[src/rtl/xsfb_pkg.sv]
package xsfb_pkg;

   localparam int MEM_DEPTH      = 1024;
   localparam int ADDR_W         = 10;
   localparam int WB_W           = 5;
   localparam int H_W            = 7;
   localparam int DIVD_W         = 8;
   localparam int DEF_MAX_WIDTH  = 128;
   localparam int DEF_MAX_HEIGHT = 64;

   localparam logic [7:0] RST_SCREEN_WIDTH  = 8'd64;
   localparam logic [6:0] RST_SCREEN_HEIGHT = 7'd32;

   typedef enum logic [1:0] {
      OP_DRAW  = 2'd0,
      OP_CLEAR = 2'd1,
      OP_READ  = 2'd2,
      OP_ACK   = 2'd3
   } op_type;

   typedef enum logic [1:0] {
      CSR_SCREEN_WIDTH  = 2'd0,
      CSR_SCREEN_HEIGHT = 2'd1,
      CSR_WRAP_X        = 2'd2,
      CSR_WRAP_Y        = 2'd3
   } csr_index_type;

   typedef struct packed {
      logic [1:0] operation;
      logic [7:0] x_pos;
      logic [7:0] y_pos;
      logic [3:0] row_index;
      logic [7:0] row_bits;
      logic [9:0] byte_address;
   } req_type;

   typedef struct packed {
      logic       collision;
      logic [7:0] read_data;
      logic       changed;
   } rsp_type;

   typedef struct packed {
      logic              start;
      logic [DIVD_W-1:0] dividend;
      logic [H_W-1:0]    divisor;
   } rem_req_type;

   typedef struct packed {
      logic           done;
      logic [H_W-1:0] remainder;
   } rem_rsp_type;

endpackage

[src/rtl/xsfb_rem_unit.sv]
module xsfb_rem_unit (
   input  logic                 clock,
   input  logic                 reset,
   input  xsfb_pkg::rem_req_type rem_req,
   output xsfb_pkg::rem_rsp_type rem_rsp
);
   import xsfb_pkg::*;

   localparam int CNT_W = $clog2(DIVD_W);

   logic                active_ff;
   logic                done_ff;
   logic [CNT_W-1:0]    cnt_ff;
   logic [DIVD_W-1:0]   dq_ff;
   logic [H_W-1:0]      d_ff;
   logic [H_W-1:0]      r_ff;
   logic [H_W:0]        trial;
   logic [H_W-1:0]      r_in;

   // restoring remainder, one dividend bit a cycle
   always_comb begin
      trial = {r_ff, dq_ff[DIVD_W-1]};
      if (trial >= {1'b0, d_ff}) begin
         r_in = H_W'(trial - {1'b0, d_ff});
      end else begin
         r_in = trial[H_W-1:0];
      end
   end

   always_ff @(posedge clock) begin
      if (reset) begin
         active_ff <= 1'b0;
         done_ff   <= 1'b0;
         cnt_ff    <= '0;
      end else begin
         done_ff <= 1'b0;
         if (rem_req.start) begin
            active_ff <= 1'b1;
            cnt_ff    <= '0;
            dq_ff     <= rem_req.dividend;
            d_ff      <= rem_req.divisor;
            r_ff      <= '0;
         end else if (active_ff) begin
            r_ff   <= r_in;
            dq_ff  <= {dq_ff[DIVD_W-2:0], 1'b0};
            cnt_ff <= cnt_ff + 1'b1;
            if (cnt_ff == CNT_W'(DIVD_W - 1)) begin
               active_ff <= 1'b0;
               done_ff   <= 1'b1;
            end
         end
      end
   end

   assign rem_rsp.done      = done_ff;
   assign rem_rsp.remainder = r_ff;

endmodule

[config.mk]
export PLATFORM = sky130hd
export DESIGN_NAME = xsfb_rem_unit
export DESIGN_NICKNAME = d
export VERILOG_FILES = /design/src/rtl/xsfb_pkg.sv /design/src/rtl/xsfb_rem_unit.sv
export SDC_FILE = /design/constraint.sdc
export NUM_CORES = 1
export LEC_CHECK = 0
export BUFFER_PORTS_ARGS = -buffer_cell sky130_fd_sc_hd__buf_2
export CAP_MARGIN = 30
export CORE_ASPECT_RATIO = 1.75
export CORE_UTILIZATION = 35
export CTS_CLUSTER_DIAMETER = 80
export CTS_CLUSTER_SIZE = 28
export DETAILED_ROUTE_END_ITERATION = 8
export GPL_TIMING_DRIVEN = 0
export HOLD_SLACK_MARGIN = 0.03
export PLACE_DENSITY = 0.61
export SYNTH_ARGS = -nofsm -noshare
export SYNTH_HDL_FRONTEND = slang
export SYNTH_SLANG_ARGS = --single-unit
export TNS_END_PERCENT = 30
[constraint.sdc]
create_clock -name clock -period 6.6 [get_ports clock]
set_input_delay 0.66 -clock clock [delete_from_list [all_inputs] [get_ports clock]]
set_output_delay 0.66 -clock clock [all_outputs]
set_load 0.02 [all_outputs]
==> impl_metrics.env, run 1 <==
export IMPL_status="complete, no violations"
export IMPL_diodes=0
export IMPL_synth_seq_cells=27
export IMPL_p_per_area_nw_per_um2=232
export IMPL_ys_warn_count=0
export IMPL_layout_common_cells="buf_2, edfxtp_1, inv_1"
export IMPL_critPathLaunchType="register"
export IMPL_dieArea_sq_um=4500
export IMPL_cts_sinks=27
export IMPL_r2r_cells=9
export IMPL_die_x_um=51.1
export IMPL_yosysTopAreaCellShare=0.447
export IMPL_grt_pass1_vias=1059
export IMPL_ys_seq_area_frac=0.515
export IMPL_finalCriticalPeriod_ps=2380
export IMPL_dp_cells=200
export IMPL_drive_gt1_frac=0.288
export IMPL_crit_chain="inv_1 > ha_1 > inv_1 > fa_1 > a21o_1 > a21oi_4 > a31oi_2 > nor3_1 > a211oi_2"
export IMPL_layout_commonest_cell="buf_2"
export IMPL_arrival_ps=2380
export IMPL_grt_usage=0.135
export IMPL_drt_first_pass_iters=4
export IMPL_wirelength_um=2650
export IMPL_synth_cells=126
export IMPL_fin_nets=185
export IMPL_postCtsHoldBufs=0
export IMPL_relSlewSlack=0.541
export IMPL_fin_hold_ws_ps=533
export IMPL_cts_buffers=3
export IMPL_cp_max_fo=7
export IMPL_viasPerCell=5.10
export IMPL_dp_hpwl_um=2170
export IMPL_synth_cell_types=38
export IMPL_clock_skew_ps=5.30
export IMPL_crit_buf_inv=2
export IMPL_hold_class="reg -> reg"
export IMPL_final_util=0.435
export IMPL_fin_tns_setup_ps=0
export IMPL_place_ws_ps=4220
export IMPL_fin_ws_ps=4220
export IMPL_period_share=0.360
export IMPL_critical_path_class="reg -> reg"
export IMPL_async_flop_share=0
export IMPL_synth_area_sq_um=1480
export IMPL_antenna_found_initial=0
export IMPL_ys_flop_type="edfxtp_1"
export IMPL_worst_pin_slew_ps=687
export IMPL_initial_utilization=0.375
export IMPL_io_pins=26
export IMPL_crit_top_cell="inv_1"
export IMPL_wire_per_inst_um=13.0
export IMPL_critPathSlowestCell="fa_1"
export IMPL_leakagePower_uw=0.000682
export IMPL_htreeDepth=1
export IMPL_synth_edf_count=22
export IMPL_layout_cells_non_filler=204
export IMPL_cpPeakStageDelay_ps=400
export IMPL_grt_max_degree=15
export IMPL_place_congestion=0.791
export IMPL_r2r_start="dq_ff[7]"
export IMPL_synth_largest_area_cell="edfxtp_1"
export IMPL_hold_depth=2
export IMPL_syn_nets=154
export IMPL_ys_top_cells_by_area="edfxtp_1, ha_1, dfxtp_1"
export IMPL_holdPathEnd="cnt_ff[2]"
export IMPL_post_cts_buffers=0
export IMPL_ir_drop_v=0.000147
export IMPL_die_h_um=88.0
export IMPL_r2r_slack_ps=4220
export IMPL_maxSlewViolCount=0
export IMPL_grt_pass1_wl_um=4570
export IMPL_nFillCells=402
export IMPL_cp_required_ps=6600
export IMPL_syn_avg_cell_area_sq_um=11.7
export IMPL_cts_tree="done"
export IMPL_clkTransAtPathRegs_ps=90
export IMPL_cts_resized_gates=0
export IMPL_path_delay_family="compound AO/OA/AOI/OAI gates"
export IMPL_grt_overflow_total=0
export IMPL_area_delta_synth_final_pct=16.1
export IMPL_coreArea_sq_um=3940
export IMPL_reg2reg_to="r_ff[2]"
export IMPL_num_vias=1041
export IMPL_ant_nets=0
export IMPL_clock_latency_ps=270
export IMPL_endpoint_kind="register"
export IMPL_rsz0062_at_grt="false"
export IMPL_rows=30
export IMPL_hold_start="cnt_ff[2]"
export IMPL_finalSetupViolations=0
export IMPL_clockRootBuffer="clkbuf_8"
export IMPL_clock_path_buffers=2
export IMPL_post_route_drc_count=0
export IMPL_maxCapViolations=0
export IMPL_hold_violations=0
export IMPL_drtIter0Drc=15
export IMPL_fmax_mhz=421
export IMPL_port_buffers=25
[Yosys cell counts, types with 3 or more instances]
cell type   n
inv_1      10
nand3_1     5
dfxtp_1     5
mux2i_1     4
xnor2_1     3
edfxtp_1   22
nor3_1      7
nor2b_1     3
ha_1        9
mux2_2      7
a21oi_1     7
nor2_1      5
o21ai_0     5
[registers in the layout, indices dropped and copies added (netlist names)]
name       flops
d_ff           7
dq_ff          8
cnt_ff         3
done_ff        1
r_ff           7
active_ff      1
[worst max-delay path by stage]
stage | cells past startpoint | end | startpoint | slack, ps
3_3_place_gp | 4 | dq_ff[3] | rem_req[15] | 4050
6_report | 9 | r_ff[2] | dq_ff[7] | 4220
4_1_cts | 9 | r_ff[2] | dq_ff[7] | 4210
2_1_floorplan | 9 | r_ff[2] | dq_ff[7] | 4490
3_5_place_dp | 9 | r_ff[2] | dq_ff[7] | 4220
5_1_grt | 9 | r_ff[2] | dq_ff[7] | 4060
[power breakdown]
part | internal (uW) | total, uW | switching, uW
logic | 44.5 | 102 | 57.6
registers | 199 | 204 | 5.58
clock network | 43.2 | 91.0 | 47.8
[routing by layer]
layer,GRT usage,vias to the layer above,share of wire
met5,0,-,0
met4,0.0707,0,0.021
met3,0.0122,4,0.031
met2,0.254,26,0.56
met1,0.145,485,0.38
li1,-,526,-
[per-stage QoR]
stage                     power [uW]  area (sq um)
after floorplan                  284          1480
after global placement           307          1660
after detailed placement         311          1670
after CTS                        402          1720
final                            397          1720
after global routing             420          1720
[layout make-up]
cell class                      instances  area [sq um]  area share
Sequential cell                        27           761       0.443
Multi-Input combinational cell         83           652       0.380
Timing Repair Buffer                   26           133      0.0773
Tap cell                               48          60.1      0.0350
Clock buffer                            4          45.0      0.0263
Inverter                               10          37.5      0.0219
Buffer                                  6          27.5      0.0160
[worst reg2reg max path, delay by kind of cell (launching register included)]
family                     cells  cell delay, ps
adders and majority gates      2             570
DFF                            1             390
buffers and inverters          2             130
AOI/OAI and AO/OA              4             740
and+or+nand+nor                1             280
[cells by family (layout without fill, tap and decap cells)]
family | count (synthesis) | in the layout | synth area share
mux | 11 | 11 | 0.0804
simple gates | 32 | 32 | 0.117
xor+xnor | 3 | 3 | 0.0178
fa+ha+maj | 10 | 10 | 0.0898
compound gates | 27 | 27 | 0.136
buf+inv | 16 | 46 | 0.0440
flops | 27 | 27 | 0.515
Note: power is estimated with default switching activity, not from simulation.
==> inputs of run 2 (changes only) <==
ABC_AREA = 1   (was unset)
PLACE_DENSITY = 0.63   (was 0.61)
clock period = 2.1 ns   (was 6.6 ns; I/O delays follow)
==> impl_metrics.env, run 2 <==
export IMPL_dieArea_sq_um=4570
export IMPL_htreeDepth=1
export IMPL_die_x_um=51.5
export IMPL_post_route_drc_count=0
export IMPL_clock_path_buffers=2
export IMPL_port_buffers=24
export IMPL_wl_met2_um=1470
export IMPL_top_regs="dq_ff: 8 flops, d_ff: 7 flops, r_ff: 7 flops"
export IMPL_maxCapViolations=0
export IMPL_die_h_um=88.7
export IMPL_grt_usage=0.136
export IMPL_viasPerCell=4.47
export IMPL_status="complete, no violations"
export IMPL_antenna_found_initial=0
export IMPL_synth_cell_types=22
export IMPL_layout_commonest_cell="nand2_1"
export IMPL_syn_nets=202
export IMPL_wirelength_um=2620
export IMPL_critPathLaunchType="register"
export IMPL_ant_nets=0
export IMPL_cp_num_cells=11
export IMPL_rows=31
export IMPL_postCtsHoldBufs=0
export IMPL_finalSetupViolations=0
export IMPL_grt_overflow_total=0
export IMPL_cts_tree="done"
export IMPL_grt_pass1_vias=1106
export IMPL_endpoint_kind="register"
export IMPL_layout_common_cells="nand2_1, buf_2, inv_1"
export IMPL_wl_met1_um=1020
export IMPL_path_delay_family="simple AND/OR/NAND/NOR gates"
export IMPL_maxSlewViolCount=0
export IMPL_synth_cells=174
export IMPL_dp_hpwl_um=2150
export IMPL_critPathSlowestCell="edfxtp_1"
export IMPL_leakagePower_uw=0.000874
export IMPL_place_congestion=0.823
export IMPL_fmax_mhz=521
export IMPL_ir_drop_v=0.000777
export IMPL_clockRootBuffer="clkbuf_8"
export IMPL_cts_sinks=27
export IMPL_cp_max_fo=6
export IMPL_rsz0062_at_grt="false"
export IMPL_ys_warn_count=0
export IMPL_period_share=0.915
export IMPL_fin_nets=232
export IMPL_coreArea_sq_um=4110
export IMPL_relSlewSlack=0.522
export IMPL_num_vias=1126
export IMPL_crit_chain="inv_2 > ha_4 > inv_2 > fa_2 > nand2_1 > nand2_1 > nand2_2 > nand2_2 > a21oi_4 > nor2_1 > nor2_1"
export IMPL_finalInstanceArea_sq_um=1760
export IMPL_nFillCells=447
export IMPL_clock_skew_ps=2.92
export IMPL_async_flop_share=0
export IMPL_io_pins=26
export IMPL_yosysTopAreaCellShare=0.440
export IMPL_arrival_ps=2050
export IMPL_grt_pass1_wl_um=4610
export IMPL_finalCriticalPeriod_ps=1920
export IMPL_crit_buf_inv=2
export IMPL_synth_seq_cells=27
export IMPL_synth_edf_count=22
export IMPL_placed_area_sq_um=1680
export IMPL_met3_length_um=67
export IMPL_top_register="dq_ff"
export IMPL_wire_per_inst_um=10.4
export IMPL_cp_required_ps=2230
export IMPL_diodes=0
export IMPL_p_per_area_nw_per_um2=704
export IMPL_area_delta_synth_final_pct=17.1
export IMPL_drt_first_pass_iters=4
export IMPL_critical_path_class="reg -> reg"
export IMPL_clkTransAtPathRegs_ps=80
export IMPL_yosys_top_cells_count="nand2_1, inv_1, edfxtp_1, nor2_1, nand3_1"
export IMPL_largest_register_ffs=8
export IMPL_ys_seq_area_frac=0.506
export IMPL_cts_buffers=3
export IMPL_hold_class="in -> reg"
export IMPL_r2r_cells=11
export IMPL_synth_largest_area_cell="edfxtp_1"
export IMPL_fin_tns_setup_ps=0
export IMPL_hold_depth=1
export IMPL_clock_latency_ps=260
export IMPL_ys_flop_type="edfxtp_1"
export IMPL_drive_gt1_frac=0.217
export IMPL_synth_most_common_cell="nand2_1"
export IMPL_hold_violations=0
export IMPL_initial_utilization=0.365
export IMPL_synth_area_sq_um=1500
export IMPL_worst_pin_slew_ps=714
export IMPL_grt_max_degree=16
export IMPL_cpPeakStageDelay_ps=390
export IMPL_drtIter0Drc=17
export IMPL_maxUsedRoutingLayer="met4"
export IMPL_syn_avg_cell_area_sq_um=8.64
export IMPL_ys_top_cells_by_area="edfxtp_1, nand2_1, ha_1"
[run 2: metal layers]
metal,vias up,global-route usage
li1,602,-
met1,494,0.135
met2,22,0.263
met3,8,0.0189
met4,0,0.0713
met5,-,0
[run 2: kinds of logic after synthesis]
logic type                 count (synthesis)  synth area share
AOI/OAI and AO/OA                          7            0.0333
and+or+nand+nor                           93             0.261
DFF                                       27             0.506
xor gates and xnor gates                   4            0.0233
adders and majority gates                 10            0.0883
buffers and inverters                     33            0.0883
[run 2: final timing paths]
path / from / to / slack [ps]
worst max register to register: dq_ff[7] / r_ff[5] / 180
worst min-delay path: rem_req[6] / d_ff[6] / 110
worst max-delay path: dq_ff[7] / r_ff[5] / 180
worst min register to register: cnt_ff[1] / cnt_ff[1] / 470
[run 2: where the power goes]
| part | switching [uW] | internal (uW) | total (uW) | leakage, uW |
|---|---|---|---|---|
| registers | 21.1 | 625 | 646 | 0.000252 |
| logic | 193 | 119 | 312 | 0.000599 |
| clock network | 145 | 136 | 280 | 0.0000228 |
| total | 359 | 880 | 1240 | 0.000874 |
[run 2: repair_timing]
item | 4_1_cts | 5_1_grt
hold endpoints to repair | 0 | 0
setup endpoints to repair | 1 | 7
buffers inserted | 0 | 1
gates resized for setup | 1 | 5
pin swaps | 0 | 4
[run 2: worst register-to-register path: stages, from the launching register on]
cell,delay (ps)
edfxtp_1,390
inv_2,90
ha_4,140
inv_2,40
fa_2,360
nand2_1,70
nand2_1,90
nand2_2,100
nand2_2,90
a21oi_4,250
nor2_1,90
nor2_1,100
[run 2: cell type report]
cell class,instances,area (sq um),area share
clock buffers,4,45.0,0.0256
plain buffers,3,17.5,0.00996
multi-input cells,114,632,0.359
repair buffers,25,128,0.0725
well taps,49,61.3,0.0349
flip-flops and latches,27,761,0.432
inverters,30,115,0.0654
[run 2: stage by stage]
step                      setup slack [ps]  hold WS (ps)  power [uW]  cells   util
after floorplan                        297           309         884    174      -
final                                  179           112        1240    252  0.428
after global routing                  7.56          98.3        1320    252  0.428
after detailed placement              4.03           389         963    247  0.410
after CTS                             70.3           108        1250    251  0.422
after global placement                52.7           388         957    247  0.410
